[src/rtl/assert_macros.svh]
// Assertion macros used by the button classifier RTL (bpc_lane).
// No dependencies; bodies are empty when SYNTH is defined.
`ifndef ASSERT_MACROS_SVH
`define ASSERT_MACROS_SVH
`ifndef SYNTH
// Clocked check, masked while reset is asserted
`define BPC_ASSERT(lbl, clk, rstn, prop, msg) \
  lbl: assert property (@(posedge clk) disable iff (!(rstn)) (prop)) else $error(msg);
// Clocked check, also evaluated during reset
`define BPC_ASSERT_ALWAYS(lbl, clk, prop, msg) \
  lbl: assert property (@(posedge clk) (prop)) else $error(msg);
`else
`define BPC_ASSERT(lbl, clk, rstn, prop, msg)
`define BPC_ASSERT_ALWAYS(lbl, clk, prop, msg)
`endif
`endif

[src/rtl/bpc_pkg.sv]
// Package for the button press classifier: press codes, field widths,
// register map and the lane status struct. No dependencies.
package bpc_pkg;

  // Press codes, two bits per button
  localparam logic [1:0] CODE_IDLE   = 2'd0;
  localparam logic [1:0] CODE_ACTIVE = 2'd1;
  localparam logic [1:0] CODE_TOGGLE = 2'd2;
  localparam logic [1:0] CODE_MODE   = 2'd3;

  // Fixed field widths
  localparam int LEVEL_W  = 4;
  localparam int TIME_W   = 32;
  localparam int HOLD_W   = 16;
  localparam int CODES_W  = 8;
  localparam int IN_TDATA_W  = 40;
  localparam int OUT_TDATA_W = 16;

  // Register map
  localparam int CFG_ADDR_W = 3;
  localparam logic [HOLD_W-1:0] HOLD_RESET = 16'd2500;
  localparam logic REG_HOLD = 1'b0;  // word index bit of hold_threshold_ms

  // What one lane reports to the merge stage for the transaction
  typedef struct packed {
    logic [1:0] code;      // code after this scan
    logic       level;     // level in this scan
    logic       changed;   // level differs from previous scan
    logic       mode_hit;  // hold reached threshold in this scan
  } lane_stat_t;

endpackage

[src/rtl/button_press_classifier_unit.sv]
// Top level of the button press classifier: config register, button lanes
// and merge stage. Depends on bpc_pkg, bpc_lane, bpc_merge.
//
//  channel  | ports      | payload
//  ---------+------------+-----------------------------------------------
//  in       | in_t*      | pressed_bits[3:0], now_ms[35:4]
//  out      | out_t*     | press_codes[7:0], any_pressed[8], report_due[9]
//  cfg      | cfg_p*     | hold_threshold_ms at byte address 0
//
// A new transaction is accepted every cycle while in_tready is high, all
// lanes updating in parallel with one 32-bit subtract and compare per lane.
// The result appears in the cycle after acceptance in a single output register.
// in_tready drops only while that register is full and out_tready is low.
// Synchronous reset clears levels, armed bits, codes and restores 2500 ms.
module button_press_classifier_unit import bpc_pkg::*; #(
  parameter int NUM_BUTTONS = 4
) (
  input  logic                   clk,
  input  logic                   rst_n,
  input  logic                   in_tvalid,
  output logic                   in_tready,
  input  logic [IN_TDATA_W-1:0]  in_tdata,   // pressed_bits[3:0], now_ms[35:4], zero
  output logic                   out_tvalid,
  input  logic                   out_tready,
  output logic [OUT_TDATA_W-1:0] out_tdata,  // press_codes[7:0], any_pressed, report_due
  input  logic                   cfg_psel,
  input  logic                   cfg_penable,
  input  logic                   cfg_pwrite,
  input  logic [CFG_ADDR_W-1:0]  cfg_paddr,
  input  logic [31:0]            cfg_pwdata,
  output logic [31:0]            cfg_prdata,
  output logic                   cfg_pready
);

  logic [HOLD_W-1:0] hold_r;
  logic              cfg_wr;
  logic              in_fire;
  logic [LEVEL_W-1:0] pressed_bits;
  logic [TIME_W-1:0]  now_ms;
  lane_stat_t        stat [NUM_BUTTONS];

  // Configuration port
  assign cfg_pready = 1'b1;
  assign cfg_wr     = cfg_psel && cfg_penable && cfg_pwrite && (cfg_paddr[2] == REG_HOLD);
  assign cfg_prdata = (cfg_paddr[2] == REG_HOLD) ? {16'd0, hold_r} : 32'd0;

  always_ff @(posedge clk) begin
    if (!rst_n) begin
      hold_r <= HOLD_RESET;
    end else if (cfg_wr) begin
      hold_r <= cfg_pwdata[HOLD_W-1:0];
    end
  end

  // Input unpack
  assign pressed_bits = in_tdata[LEVEL_W-1:0];
  assign now_ms       = in_tdata[LEVEL_W +: TIME_W];
  assign in_fire      = in_tvalid && in_tready;

  // Button lanes; buttons beyond the input field read as released
  for (genvar i = 0; i < NUM_BUTTONS; i++) begin : g_lane
    logic lvl;
    if (i < LEVEL_W) begin : g_in
      assign lvl = pressed_bits[i];
    end else begin : g_none
      assign lvl = 1'b0;
    end
    bpc_lane u_lane (
      .clk     (clk),
      .rst_n   (rst_n),
      .advance (in_fire),
      .level   (lvl),
      .now_ms  (now_ms),
      .hold_ms (hold_r),
      .stat    (stat[i])
    );
  end

  bpc_merge #(.NUM_BUTTONS(NUM_BUTTONS)) u_merge (
    .clk        (clk),
    .rst_n      (rst_n),
    .stat       (stat),
    .in_fire    (in_fire),
    .in_ready   (in_tready),
    .out_tvalid (out_tvalid),
    .out_tready (out_tready),
    .out_tdata  (out_tdata)
  );

endmodule

[src/rtl/bpc_lane.sv]
// One button lane: last level, press start time, armed bit and code.
// Depends on bpc_pkg and assert_macros.svh.
`include "assert_macros.svh"
module bpc_lane import bpc_pkg::*; (
  input  logic              clk,
  input  logic              rst_n,
  input  logic              advance,
  input  logic              level,
  input  logic [TIME_W-1:0] now_ms,
  input  logic [HOLD_W-1:0] hold_ms,
  output lane_stat_t        stat
);

  logic              last_r, last_nxt;
  logic              armed_r, armed_nxt;
  logic [1:0]        code_r, code_nxt;
  logic [TIME_W-1:0] start_r, start_nxt;
  logic [TIME_W-1:0] elapsed;
  logic              changed;
  logic              hold_hit;

  // Elapsed time wraps modulo 2^32
  assign elapsed  = now_ms - start_r;
  assign changed  = level != last_r;
  assign hold_hit = level && !changed && armed_r && (elapsed >= {16'd0, hold_ms});

  // Per-button update
  always_comb begin
    last_nxt  = level;
    armed_nxt = armed_r;
    code_nxt  = code_r;
    start_nxt = start_r;
    if (level && changed) begin
      start_nxt = now_ms;
      armed_nxt = 1'b1;
      code_nxt  = CODE_ACTIVE;
    end else if (level && armed_r) begin
      if (hold_hit) begin
        code_nxt  = CODE_MODE;
        armed_nxt = 1'b0;
      end
    end else if (!level && changed) begin
      code_nxt  = CODE_TOGGLE;
      armed_nxt = 1'b0;
    end else if (code_r != CODE_IDLE) begin
      code_nxt = CODE_IDLE;
    end
  end

  always_ff @(posedge clk) begin
    if (!rst_n) begin
      last_r  <= 1'b0;
      armed_r <= 1'b0;
      code_r  <= CODE_IDLE;
    end else if (advance) begin
      last_r  <= last_nxt;
      armed_r <= armed_nxt;
      code_r  <= code_nxt;
    end
  end

  // Start time only matters while armed
  always_ff @(posedge clk) begin
    if (advance) begin
      start_r <= start_nxt;
    end
  end

  assign stat.code     = code_nxt;
  assign stat.level    = level;
  assign stat.changed  = changed;
  assign stat.mode_hit = hold_hit;

  // Lane invariants
  `BPC_ASSERT(a_mode_disarmed, clk, rst_n, (code_r == CODE_MODE) |-> !armed_r, "mode code while armed")
  `BPC_ASSERT(a_armed_held, clk, rst_n, armed_r |-> last_r, "armed button not held")
  `BPC_ASSERT(a_toggle_released, clk, rst_n, (code_r == CODE_TOGGLE) |-> (!last_r && !armed_r), "toggle code on held button")

endmodule

[src/rtl/bpc_merge.sv]
// Merge stage: packs lane codes, ORs the flags and holds the result
// register for the output channel. Depends on bpc_pkg.
module bpc_merge import bpc_pkg::*; #(
  parameter int NUM_BUTTONS = 4
) (
  input  logic                   clk,
  input  logic                   rst_n,
  input  lane_stat_t             stat [NUM_BUTTONS],
  input  logic                   in_fire,
  output logic                   in_ready,
  output logic                   out_tvalid,
  input  logic                   out_tready,
  output logic [OUT_TDATA_W-1:0] out_tdata
);

  localparam int CODE_LANES = (NUM_BUTTONS < 4) ? NUM_BUTTONS : 4;

  logic [CODES_W-1:0] codes;
  logic               any_hit;
  logic               report;
  logic               valid_r, valid_nxt;
  logic [CODES_W-1:0] codes_r;
  logic               any_r;
  logic               report_r;

  // Combine lane results
  always_comb begin
    codes   = '0;
    any_hit = 1'b0;
    report  = 1'b0;
    for (int i = 0; i < NUM_BUTTONS; i++) begin
      any_hit = any_hit | stat[i].level;
      report  = report | stat[i].changed | stat[i].mode_hit;
    end
    for (int i = 0; i < CODE_LANES; i++) begin
      codes[2*i +: 2] = stat[i].code;
    end
  end

  // Result register; refills in the cycle it drains
  assign in_ready  = !valid_r || out_tready;
  assign valid_nxt = in_fire ? 1'b1 : (out_tready ? 1'b0 : valid_r);

  always_ff @(posedge clk) begin
    if (!rst_n) begin
      valid_r <= 1'b0;
    end else begin
      valid_r <= valid_nxt;
    end
  end

  always_ff @(posedge clk) begin
    if (in_fire) begin
      codes_r  <= codes;
      any_r    <= any_hit;
      report_r <= report;
    end
  end

  assign out_tvalid = valid_r;
  assign out_tdata  = {6'd0, report_r, any_r, codes_r};

endmodule
[config.mk]
export PLATFORM = sky130hd
export DESIGN_NAME = button_press_classifier_unit
export DESIGN_NICKNAME = d
export VERILOG_FILES = /design/src/rtl/bpc_pkg.sv /design/src/rtl/button_press_classifier_unit.sv /design/src/rtl/bpc_lane.sv /design/src/rtl/bpc_merge.sv
export VERILOG_INCLUDE_DIRS = /design/src /design/src/rtl
export SDC_FILE = /design/constraint.sdc
export NUM_CORES = 1
export LEC_CHECK = 0
export ABC_AREA = 1
export BUFFER_PORTS_ARGS = -buffer_cell sky130_fd_sc_hd__buf_2
export CORE_MARGIN = 2
export CORE_UTILIZATION = 35
export CTS_CLUSTER_SIZE = 8
export DETAILED_ROUTE_END_ITERATION = 7
export PLACE_DENSITY = 0.53
export SYNTH_ARGS = -nofsm -noshare
export SYNTH_HDL_FRONTEND = slang
export SYNTH_SLANG_ARGS = --single-unit
[constraint.sdc]
create_clock -name clk -period 5.72 [get_ports clk]
set_input_delay 0.572 -clock clk [delete_from_list [all_inputs] [get_ports clk]]
set_output_delay 0.572 -clock clk [all_outputs]
set_load 0.1 [all_outputs]
---- After elaboration in Yosys (flattened, before gate mapping) ----
Cells that the tools add are included.
storage, ports and cells
  output and inout bits ................... 51
  memory bits (read-only) ................. 0
  bits in latches ......................... 0
  memories ................................ 0
  RAM bits ................................ 0
  bits of input ports ..................... 82
  logic and storage cells ................. 142
  flip-flop bits (word level) ............. 171
operators by class
  equality and inequality tests ........... 8
  reduce and logical (&&, ||, !) cells .... 55
  divide/modulo/power cells ............... 0
  muxes and demuxes ....................... 39
  $lt $le $gt $ge ......................... 4
  shift operators ......................... 0
  bitwise operators ....................... 11
  $mul .................................... 0
  add/subtract/negate cells ............... 4
operators by type and width
  cell                                                    number
  >= comparator 32 x 16 -> 1 bit                          4
  subtractor 32 bit                                       4
  2-to-1 mux 2 bit                                        20
  logical AND 1 bit                                       28
  2-to-1 mux 1 bit                                        18
  2-to-1 mux 16 bit                                       1
  inequality test 3 x 1 -> 1 bit (second input constant)  4
  AND reduction 3 bit                                     4
  nonzero test 3 bit                                      4
  bitwise OR 1 bit                                        10
  nonzero test 2 bit                                      5
  zero test 1 bit                                         9
  AND reduction 2 bit                                     4
  inequality test 1 bit                                   4
  logical OR 1 bit                                        1
  inverter 1 bit                                          1

---- Logic depth before layout (Yosys ltp) ----
Gate-level depths: netlist of the first run.
  depth in word-level cells ............... 12
  depth in mapped cells ................... 28
  mapped depth without buffers ............ 28

---- Cells and area by module ----
From an unflattened synthesis of the first run, not the netlist that was laid out.
unflattened totals
  cells, all modules ...................... 3,076
  area total of the unflattened synthesis .. 18,859.3 um2
by module, submodules not included
  module                           sequential area each (um2)  area an instance (um2)  times used  cells each
  bpc_lane (g_lane[0].u_lane ...)  1,041.0                     4,349.2                 3           720
  bpc_lane (g_lane[3].u_lane)      1,041.0                     4,361.7                 1           720
  button_press_classifier_unit     320.3                       973.4                   1           154
  bpc_merge                        320.3                       476.7                   1           42

---- Worst setup path before layout of the first run ----
No wires, ideal clock.
  path type ............................... reg-to-reg
  start ................................... register u_merge.valid_r, in the netlist u_merge.out_tvalid
  end ..................................... register g_lane[1].u_lane.start_r[0] (enable)
  cell stages (with the launch flop) ...... 6
  setup slack ............................. 1,846 ps
  clock period less this slack ............ 3,874 ps
  buffers on the path ..................... 2
  setup time .............................. 421 ps
  data required time ...................... 5,299 ps
  arrival time ............................ 3,453 ps
  path through ............................ dfxtp_1 nand2_1 nand2_1 clkbuf_1 clkbuf_1 nor2_1
between the ends
  longest elaborated chain between the ends .. 4
ends and longest elaborated chain
  what                                  RTL line                            source
  start: declaration                    bpc_merge.sv:21                     logic valid_r, valid_nxt;
  start signal: assignment              bpc_merge.sv:48                     valid_r <= valid_nxt;
  zero test 1 bit                       bpc_merge.sv:41                     assign in_ready = !valid_r || out_tready;
  logical OR 1 bit                      bpc_merge.sv:41
  net in_tready                         button_press_classifier_unit.sv:21  output logic in_tready,
  logical AND 1 bit                     button_press_classifier_unit.sv:58  assign in_fire = in_tvalid && in_tready;
  AND reduction 2 bit (no source line)  -
  end signal: assignment                bpc_lane.sv:65                      start_r <= start_nxt;
  end: declaration                      bpc_lane.sv:17                      logic [TIME_W-1:0] start_r, start_nxt;
The timed path passes the listed nets, and every way through them passes these cells.
A chain may end at the register's enable or synchronous reset.

---- Worst setup path in the final report of the first run ----
  start ................................... input port in_tdata[4]
  end ..................................... register u_merge.codes_r[7], data pin
between the ends
  longest elaborated chain between the ends .. 6
ends and longest elaborated chain
  what                              RTL line                            source
  start: declaration                button_press_classifier_unit.sv:22  input logic [IN_TDATA_W-1:0] in_tdata,
  subtractor 32 bit                 bpc_lane.sv:23                      assign elapsed = now_ms - start_r;
  >= comparator 32 x 16 -> 1 bit    bpc_lane.sv:25                      assign hold_hit = level && !changed && armed_r && (elapsed >= {16'd0, hold_ms});
  logical AND 1 bit                 bpc_lane.sv:25
  2-to-1 mux 2 bit                  bpc_lane.sv:38                      if (hold_hit) begin
  2-to-1 mux 2 bit                  bpc_lane.sv:37                      end else if (level && armed_r) begin
  2-to-1 mux 2 bit                  bpc_lane.sv:33                      if (level && changed) begin
  net g_lane[3].u_lane.code_nxt[1]  bpc_lane.sv:16                      logic [1:0] code_r, code_nxt;
  end signal: assignment            bpc_merge.sv:54                     codes_r <= codes;
  end: declaration                  bpc_merge.sv:22                     logic [CODES_W-1:0] codes_r;
The timed path passes the listed nets, and every way through them passes these cells.

==> flow_summary.json, run 1 <==
{
  "start_util_pct": 35.5,
  "cpMaxStageDelayCell": "fa_1",
  "ys_top_cells_by_count": "nand2_1, inv_1, nor2_1",
  "seqPwrFrac_pct": 35.9,
  "min_period_ns": 3.91,
  "cts_buffers": 17,
  "worstPathArrival_ns": 4.16,
  "synth.top_cell.area_share_pct": 23.2,
  "fin_util_pct": 38.8,
  "skew_ns": 0.00946,
  "antenna_found_initial": 3,
  "setup_viol": 0,
  "cpMostUsedCell": "nand2_1",
  "synth_area_um2": 17800,
  "clock_latency_ns": 0.49,
  "dp_hpwl_um": 44300,
  "synth_area_leaders": "edfxtp_1, nand2_1, ha_1, inv_1, nor2_1",
  "cts_root_buffer": "clkbuf_16",
  "ys_ff_latch": 171,
  "wl_per_cell_um": 15.0,
  "dieArea_um2": 52800,
  "post-place-cells": 3557,
  "top_layer_used": "met4",
  "clock_path_buffers": 2,
  "p_comb_share_pct": 37.3,
  "peakVddDrop_v": 0.000142,
  "required_ns": 5.97,
  "drt_pass1_iterations": 5,
  "power.switching_mw": 1.55,
  "fp.dieW_um": 230,
  "avgViaCountPerCell": 4.67,
  "fmax_mhz": 256,
  "hold_viol": 0,
  "max_cap_viol_count": 0,
  "drt-total-wl_um": 53900,
  "coreArea_um2": 50300,
  "grt_setup_unrepaired": "false",
  "final_cell_area_um2": 19500,
  "grt-ovfl-total": 0,
  "n_antenna_cell": 0,
  "power_leakage_nw": 11.1,
  "sw_frac_of_total_pct": 39.0,
  "synthDistinctLibCells": 41,
  "m1WireLength_um": 24900,
  "worst_pin_slew_ns": 1.06,
  "cp_max_fo": 5,
  "gp_congestion": 0.900,
  "seq_area_frac_synth_pct": 26.9,
  "portBuffers": 87,
  "rows": 82,
  "grt_pass1_wl_um": 84100,
  "drc": 0,
  "dpl_cell_area_um2": 19000,
  "critPathMaxStageDelay_ns": 0.40,
  "hp-class": "input pin to flip-flop",
  "layout.nets": 3190,
  "netlist_instances": 2814,
  "status": "finished clean",
  "cts.clk_slew.worst_paths_ns": 0.07,
  "p_int_mw": 2.43,
  "yosys_warnings": 0,
  "yosysMostFrequentCell": "nand2_1",
  "grt_pass1_vias": 16000,
  "avgSynthCellArea_um2": 6.34,
  "critPathLaunchType": "input pin",
  "synth_edf_count": 138,
  "crit_type": "input pin to flip-flop",
  "cts_tree": "built",
  "async_flop_share_pct": 0,
  "grt_max_degree": 34,
  "wl_met3_um": 1780,
  "post_route_cells_drive_above_1_share_pct": 6.65,
  "dr_wl_met2_um": 25900,
  "ctsResizeCount": 0,
  "drtAntennaViolNets": 0,
  "fin_cells": 3589,
  "cts.sinks": 171,
  "syn2layout_area_growth_pct": 9.30,
  "power_density_nw_per_um2": 204,
  "drt_iter0_markers": 982,
  "drv_slew": 0,
  "post-synth-top-area-cell": "edfxtp_1",
  "cts_hold_buf": 0,
  "max_slew_margin_pct": 29.4,
  "die_h_um": 230,
  "end_kind": "flip-flop",
  "htreeDepth": 4,
  "post-route-period-util_pct": 68.3,
  "pwr-share-clk_pct": 26.9,
  "grtUsageTotal_pct": 20.7,
  "via_count": 16800,
  "synth_ff_type": "edfxtp_1",
  "postCtsSetupBuffers": 0,
  "fin_tns_setup_ns": 0,
  "ios": 133
}
## cells by family after synthesis
group | share of synthesized area, %
and+or+nand+nor | 34.6
adders and majority gates | 14.5
other | 0.0421
AOI/OAI and AO/OA | 6.07
xor gates and xnor gates | 2.95
buffers and inverters | 14.9
DFF | 26.9
## final timing paths
check	cells after the start	startpoint	slack [ns]	endpoint
worst min-delay path	3	cfg_pwdata[8]	0.30	hold_r[8]
worst max register to register	25	g_lane[3].u_lane.start_r[0]	1.88	u_merge.codes_r[7]
worst min register to register	2	g_lane[0].u_lane.armed_r	0.49	g_lane[0].u_lane.armed_r
worst max-delay path	27	in_tdata[4]	1.81	u_merge.codes_r[7]
## registers in the layout, summed over array words and instances, names as in the netlist, 4 cells and up
| name | flops |
|---|---|
| g_lane.u_lane.start_r | 128 |
| hold_r | 16 |
| g_lane.u_lane.code_r | 8 |
| u_merge.codes_r | 8 |
| g_lane.u_lane.armed_r | 4 |
| g_lane.u_lane.last_r | 4 |
## layout make-up
class,count,area [um2]
fillers,5541,30800
flip-flops and latches,171,4800
clock buffers,24,462
well taps,672,841
repair buffers,87,435
clock inverters,8,47.5
inverters,646,2420
multi-input cells,1981,10500
## critical path: cells and delay by family
kind | cells | cell delay [ns]
AND/OR/NAND/NOR | 18 | 1.83
XOR/XNOR | 1 | 0.20
AO/OA/AOI/OAI | 1 | 0.30
buffers and inverters | 4 | 0.38
adder cells (fa/ha/maj) | 3 | 0.88
## layer usage
metal  vias up  track usage, %
met2       257            36.0
met4         0            7.12
met3        69            2.93
met5         -               0
met1      7650            26.2
li1       8795               -
## power groups by stage
stage / Combinational (mW) / Clock, mW / Sequential (mW)
3_3_place_gp: 1.46 / 0 / 1.46
5_1_grt: 1.68 / 1.15 / 1.44
3_5_place_dp: 1.48 / 0 / 1.46
4_1_cts: 1.49 / 1.11 / 1.43
6_report: 1.48 / 1.07 / 1.43
2_1_floorplan: 1.07 / 0 / 1.49
## layout by cell type, fill, tap and decap left out, types with 6 or more instances in the layout
master     netlist  routed
nand3_1        124     124
edfxtp_1       138     138
nor2_2          20      20
nand2_1       1004    1004
o21ai_1          7       7
nand3_2          8       8
nor2_1         226     222
buf_2            2      87
inv_2           11      11
nor2_4           3       7
xor2_1          54      54
conb_1           2      23
xnor2_1          6       6
nand4_1         30      30
nand2_2         26      26
and2_1           7       7
inv_1          633     633
ha_1           200     200
dfxtp_1         33      33
nand3b_1         8       8
o211ai_1         7       7
a21oi_1        133     133
clkbuf_16        0      17
o21ai_0         27      27
nor3_1          25      25
o21bai_1        10      10
clkbuf_1        10       6
## through the flow
step	setup slack, ns	hold WS, ns	total power, mW
floorplan	1.85	0.453	2.56
global placement	1.32	0.473	2.92
detailed placement	1.34	0.478	2.94
CTS	1.87	0.263	4.03
global route	1.49	0.297	4.27
finish	1.81	0.303	3.98
(Power assumes the default switching activity.)
==> run 2, diff against run 1 <==
--- a/config.mk
+++ b/config.mk
@@ -6,13 +6,13 @@
 export SDC_FILE = /design/constraint.sdc
 export NUM_CORES = 1
 export LEC_CHECK = 0
-export ABC_AREA = 1
+export ABC_AREA = 0
 export BUFFER_PORTS_ARGS = -buffer_cell sky130_fd_sc_hd__buf_2
 export CORE_MARGIN = 2
 export CORE_UTILIZATION = 35
 export CTS_CLUSTER_SIZE = 8
 export DETAILED_ROUTE_END_ITERATION = 7
-export PLACE_DENSITY = 0.53
+export PLACE_DENSITY = 0.55
 export SYNTH_ARGS = -nofsm -noshare
 export SYNTH_HDL_FRONTEND = slang
 export SYNTH_SLANG_ARGS = --single-unit
==> constraint.sdc (replaced) <==
create_clock -name clk -period 3.38 [get_ports clk]
set_input_delay 0.338 -clock clk [delete_from_list [all_inputs] [get_ports clk]]
set_output_delay 0.338 -clock clk [all_outputs]
set_load 0.1 [all_outputs]
==> flow_summary.json, run 2 <==
{
  "setup_viol": 21,
  "fin_util_pct": 49.3,
  "grt_max_degree": 37,
  "coreArea_um2": 43400,
  "fin_cells": 2961,
  "hold_slack_ns": 0.0520,
  "antenna_found_initial": 1,
  "synth.top_cell.area_share_pct": 26.8,
  "post-place-cells": 2909,
  "largest_reg_flops": 128,
  "end_kind": "flip-flop",
  "ios": 133,
  "power_density_nw_per_um2": 355,
  "drt_iter0_markers": 978,
  "fp.dieW_um": 214,
  "layout.nets": 2648,
  "drv_slew": 0,
  "cp_max_fo": 3,
  "finalWorstSetupSlack_ns": -1.22,
  "die_h_um": 214,
  "drc": 0,
  "yosys_warnings": 0,
  "required_ns": 3.65,
  "cts_buffers": 17,
  "dieArea_um2": 45800,
  "clock_path_buffers": 2,
  "max_slew_margin_pct": 30.6,
  "synth_area_leaders": "edfxtp_1, ha_1, a21oi_1, inv_1, dfxtp_1",
  "reg_top3": "g_lane.u_lane.start_r (128), hold_r (16)",
  "worst_pin_slew_ns": 1.04,
  "synth_ff_type": "edfxtp_1",
  "grt_pass1_vias": 15500,
  "top_register": "g_lane.u_lane.start_r",
  "cts_hold_buf": 0,
  "avgViaCountPerCell": 5.27,
  "max_cap_viol_count": 0,
  "start_util_pct": 35.6,
  "crit_type": "flip-flop to flip-flop",
  "violations": "setup timing",
  "drt_pass1_iterations": 5,
  "htreeDepth": 4,
  "grt-ovfl-total": 0,
  "post_route_cells_drive_above_1_share_pct": 32.2,
  "synthDistinctLibCells": 86,
  "via_count": 15600,
  "ys_top_cells_by_count": "ha_1, inv_1, nand2_1",
  "power_leakage_nw": 9.67,
  "status": "complete, but fails checks",
  "ys_ff_latch": 171,
  "hold_viol": 0,
  "fmax_mhz": 217,
  "drt-total-wl_um": 54100,
  "hp-class": "input pin to flip-flop",
  "synth_edf_count": 138,
  "mostFrequentLayoutCells": "buf_4, ha_1, inv_1",
  "seq_area_frac_synth_pct": 31.1,
  "grtUsageTotal_pct": 23.3,
  "avgSynthCellArea_um2": 8.62,
  "async_flop_share_pct": 0,
  "cts.clk_slew.worst_paths_ns": 0.08,
  "mostFrequentLayoutCell": "buf_4",
  "clock_latency_ns": 0.51,
  "cts_tree": "built",
  "dp_hpwl_um": 43500,
  "min_period_ns": 4.60,
  "peakVddDrop_v": 0.000295,
  "syn2layout_area_growth_pct": 38.4,
  "wl_per_cell_um": 18.3,
  "gp_congestion": 0.932,
  "post-route-period-util_pct": 136,
  "total_power_mw": 7.59,
  "portBuffers": 87,
  "grt_setup_unrepaired": "true",
  "yosysMostFrequentCell": "ha_1",
  "critPathLaunchType": "flip-flop",
  "synth_area_um2": 15500,
  "cts.sinks": 171,
  "grt_pass1_wl_um": 83500,
  "worstPathArrival_ns": 4.87,
  "skew_ns": 0.0251,
  "netlist_instances": 1792,
  "rows": 76,
  "post-synth-top-area-cell": "edfxtp_1",
  "cts_root_buffer": "clkbuf_16",
  "fin_tns_setup_ns": -18.80,
  "drtAntennaViolNets": 0
}
## run 2: cell types whose count changed in the layout (fill, tap and decap cells not counted), moves of 46 or more
cell	change
inv_1	-455
nor2_1	-120
nand3_1	-84
nand2_1	-833
xnor2_1	+46
buf_4	+530
o21ai_0	+49
## run 2: cell families after synthesis
family / after synthesis / share of synthesized area (%)
adder cells (fa/ha/maj): 204 / 16.7
other: 2 / 0.0486
flip-flops: 171 / 31.1
XOR/XNOR: 82 / 4.65
buffers and inverters: 274 / 7.43
AND/OR/NAND/NOR: 506 / 15.8
AO/OA/AOI/OAI: 538 / 23.3
multiplexers: 15 / 1.00
## run 2: final timing paths
kind,cells after the start,end,from,slack (ns)
worst max-delay path,20,u_merge.codes_r[1],g_lane[0].u_lane.start_r[0],-1.22
worst min-delay path,3,hold_r[6],cfg_pwdata[6],0.05
worst max register to register,20,u_merge.codes_r[1],g_lane[0].u_lane.start_r[0],-1.22
worst min register to register,2,hold_r[12],hold_r[12],0.47
## run 2: cell type report
class / instances / area [um2]
Fill cell: 4191 / 22000
Multi-Input combinational cell: 1368 / 10100
Sequential cell: 171 / 4800
Timing Repair Buffer: 621 / 4460
Tap cell: 585 / 732
Inverter: 183 / 703
Clock buffer: 17 / 425
Clock inverter: 15 / 169
Antenna cell: 1 / 2.50
## run 2: through the flow
step / setup slack (ns) / cell area (um2)
after floorplan: -0.831 / 15700
after global placement: -1.63 / 20200
after detailed placement: -1.73 / 20200
after CTS: -1.21 / 21100
after global routing: -1.39 / 21400
final: -1.22 / 21400
## run 2: what timing repair did
item	CTS	global route
setup buffers	12	8
setup endpoints to repair	21	21
pin swaps	31	23
resized for setup	49	42
gates cloned	0	0
## run 2: per-layer routing
metal  GRT usage, %  vias to the layer above  wire length [um]
li1               -                     7698                 -
met1           30.4                     7511             25200
met2           39.8                      341             25800
met3           3.15                       68              1920
met4           7.43                        0              1220
met5              0                        -                 0
## run 2: report_power, final
part	internal [mW]	switching, mW	total (mW)
Combinational	1.37	1.71	3.09
Clock	0.998	1.09	2.08
Sequential	2.38	0.0378	2.42
Total	4.75	2.84	7.59
## run 2: critical path, stage by stage (launching register included)
cell	delay [ns]
edfxtp_1	0.42
ha_4	0.19
fa_2	0.34
nand2b_4	0.16
a21oi_4	0.15
o32a_1	0.22
o21ai_1	0.07
nor2b_2	0.15
xnor2_1	0.14
ha_1	0.29
a32oi_1	0.19
o2111ai_1	0.14
a2111oi_1	0.28
nand4_1	0.14
or4b_1	0.53
nor4_1	0.24
a31oi_1	0.16
buf_4	0.19
buf_4	0.14
nor3_4	0.18
nor3_2	0.05
==> run 3, diff against run 2 <==
--- a/config.mk
+++ b/config.mk
@@ -6,7 +6,7 @@
 export SDC_FILE = /design/constraint.sdc
 export NUM_CORES = 1
 export LEC_CHECK = 0
-export ABC_AREA = 0
+export ABC_AREA = 1
 export BUFFER_PORTS_ARGS = -buffer_cell sky130_fd_sc_hd__buf_2
 export CORE_MARGIN = 2
 export CORE_UTILIZATION = 35
==> flow_summary.json, run 3 (synthesis results as in run 1) <==
{
  "status": "finished clean",
  "power_leakage_nw": 12.6,
  "cp_max_fo": 3,
  "reg_top3": "g_lane.u_lane.start_r (128), hold_r (16)",
  "clock_path_buffers": 2,
  "cpMostUsedCell": "nand2_2",
  "post_route_cells_drive_above_1_share_pct": 20.4,
  "cts.sinks": 171,
  "cts_root_buffer": "clkbuf_16",
  "setup_viol": 0,
  "dieArea_um2": 52800,
  "crit_type": "flip-flop to flip-flop",
  "dp_hpwl_um": 48900,
  "critPathMaxStageDelay_ns": 0.34,
  "drc": 0,
  "cpMaxStageDelayCell": "edfxtp_1",
  "drt-total-wl_um": 59300,
  "critPathLaunchType": "flip-flop",
  "cts_hold_buf": 0,
  "grt_pass1_wl_um": 90700,
  "fp.dieW_um": 230,
  "rows": 82,
  "start_util_pct": 35.5,
  "gp_congestion": 0.940,
  "skew_ns": 0.0104,
  "drt_iter0_markers": 1165,
  "seqPwrFrac_pct": 31.7,
  "avgViaCountPerCell": 4.66,
  "sw_frac_of_total_pct": 37.8,
  "n_antenna_cell": 0,
  "grt_pass1_vias": 17300,
  "syn2layout_area_growth_pct": 27.0,
  "fin_tns_setup_ns": 0,
  "clock_latency_ns": 0.49,
  "p_comb_share_pct": 41.3,
  "max_slew_margin_pct": 29.5,
  "grt-ovfl-total": 0,
  "hp-class": "input pin to flip-flop",
  "peakVddDrop_v": 0.000309,
  "ios": 133,
  "wl_per_cell_um": 15.3,
  "post-route-period-util_pct": 99.0,
  "max_cap_viol_count": 0,
  "hold_viol": 0,
  "cts_tree": "built",
  "antenna_found_initial": 2,
  "pwr-share-clk_pct": 27.0,
  "cts_buffers": 17,
  "grt_max_degree": 34,
  "top_register": "g_lane.u_lane.start_r",
  "drtAntennaViolNets": 0,
  "grtUsageTotal_pct": 22.4,
  "mostFrequentLayoutCells": "nand2_1, inv_1, buf_4",
  "fmax_mhz": 299,
  "end_kind": "flip-flop",
  "p_int_mw": 4.75,
  "required_ns": 3.80,
  "die_h_um": 230,
  "worst_pin_slew_ns": 1.05,
  "total_power_mw": 7.64,
  "coreArea_um2": 50300,
  "via_count": 18100,
  "htreeDepth": 4,
  "portBuffers": 87,
  "worstPathArrival_ns": 3.76,
  "cts.clk_slew.worst_paths_ns": 0.07,
  "mostFrequentLayoutCell": "nand2_1",
  "min_period_ns": 3.35,
  "layout.nets": 3474,
  "largest_reg_flops": 128,
  "power.switching_mw": 2.89,
  "power_density_nw_per_um2": 337,
  "drv_slew": 0,
  "grt_setup_unrepaired": "true",
  "drt_pass1_iterations": 7
}
-- run 3: critical path: cells and delay by family (launching register included) --
| family | cells | cell delay [ns] |
|---|---|---|
| AND/OR/NAND/NOR | 19 | 1.47 |
| buffers and inverters | 8 | 0.93 |
| adder cells (fa/ha/maj) | 2 | 0.51 |
| flip-flops | 1 | 0.34 |
-- run 3: final cells by class --
class	count	area (um2)
flip-flops and latches	171	4800
repair buffers	371	2670
fillers	5249	27600
well taps	672	841
clock buffers	21	440
inverters	646	2420
multi-input cells	1981	11300
clock inverters	11	145
-- run 3: through the flow --
step	util, %	cells	hold slack, ns	setup WS (ns)	area, um2
4_1_cts	43.3	3859	0.0328	0.00000977	21800
3_3_place_gp	41.9	3823	0.469	-0.344	21100
6_report	45.0	3873	0.0651	0.0349	22600
5_1_grt	45.0	3873	0.0594	-0.201	22600
2_1_floorplan	-	2835	0.437	-0.494	17900
3_5_place_dp	41.9	3823	0.473	-0.399	21100
-- run 3: worst paths after layout --
check             cells past startpoint  slack [ns]                  endpoint                         from
setup / recovery                     29        0.03  g_lane[3].u_lane.armed_r  g_lane[3].u_lane.start_r[0]
hold / removal                        3        0.07                 hold_r[2]                cfg_pwdata[2]
hold reg to reg                       2        0.48  g_lane[2].u_lane.armed_r     g_lane[2].u_lane.armed_r
setup reg to reg                     29        0.03  g_lane[3].u_lane.armed_r  g_lane[3].u_lane.start_r[0]
-- run 3: repair_timing --
item,4_1_cts,5_1_grt
buffers inserted,4,14
setup endpoints to repair,12,21
gates resized for setup,21,179
pin swaps,4,48
-- run 3: power groups by stage --
stage | Clock, mW | Sequential [mW] | Combinational (mW)
after floorplan | 0 | 2.52 | 1.82
after global placement | 0 | 2.46 | 2.87
after detailed placement | 0 | 2.47 | 2.91
after CTS | 2.12 | 2.42 | 2.94
after global routing | 2.20 | 2.43 | 3.51
final | 2.06 | 2.42 | 3.16
-- run 3: per-layer routing --
metal | up-vias | track usage [%] | part of all wire [%]
met5 | - | 0 | 0.076
met4 | 6 | 8.06 | 3.2
met3 | 99 | 4.39 | 4.5
met2 | 352 | 39.0 | 48
met1 | 8249 | 27.4 | 44
li1 | 9345 | - | -
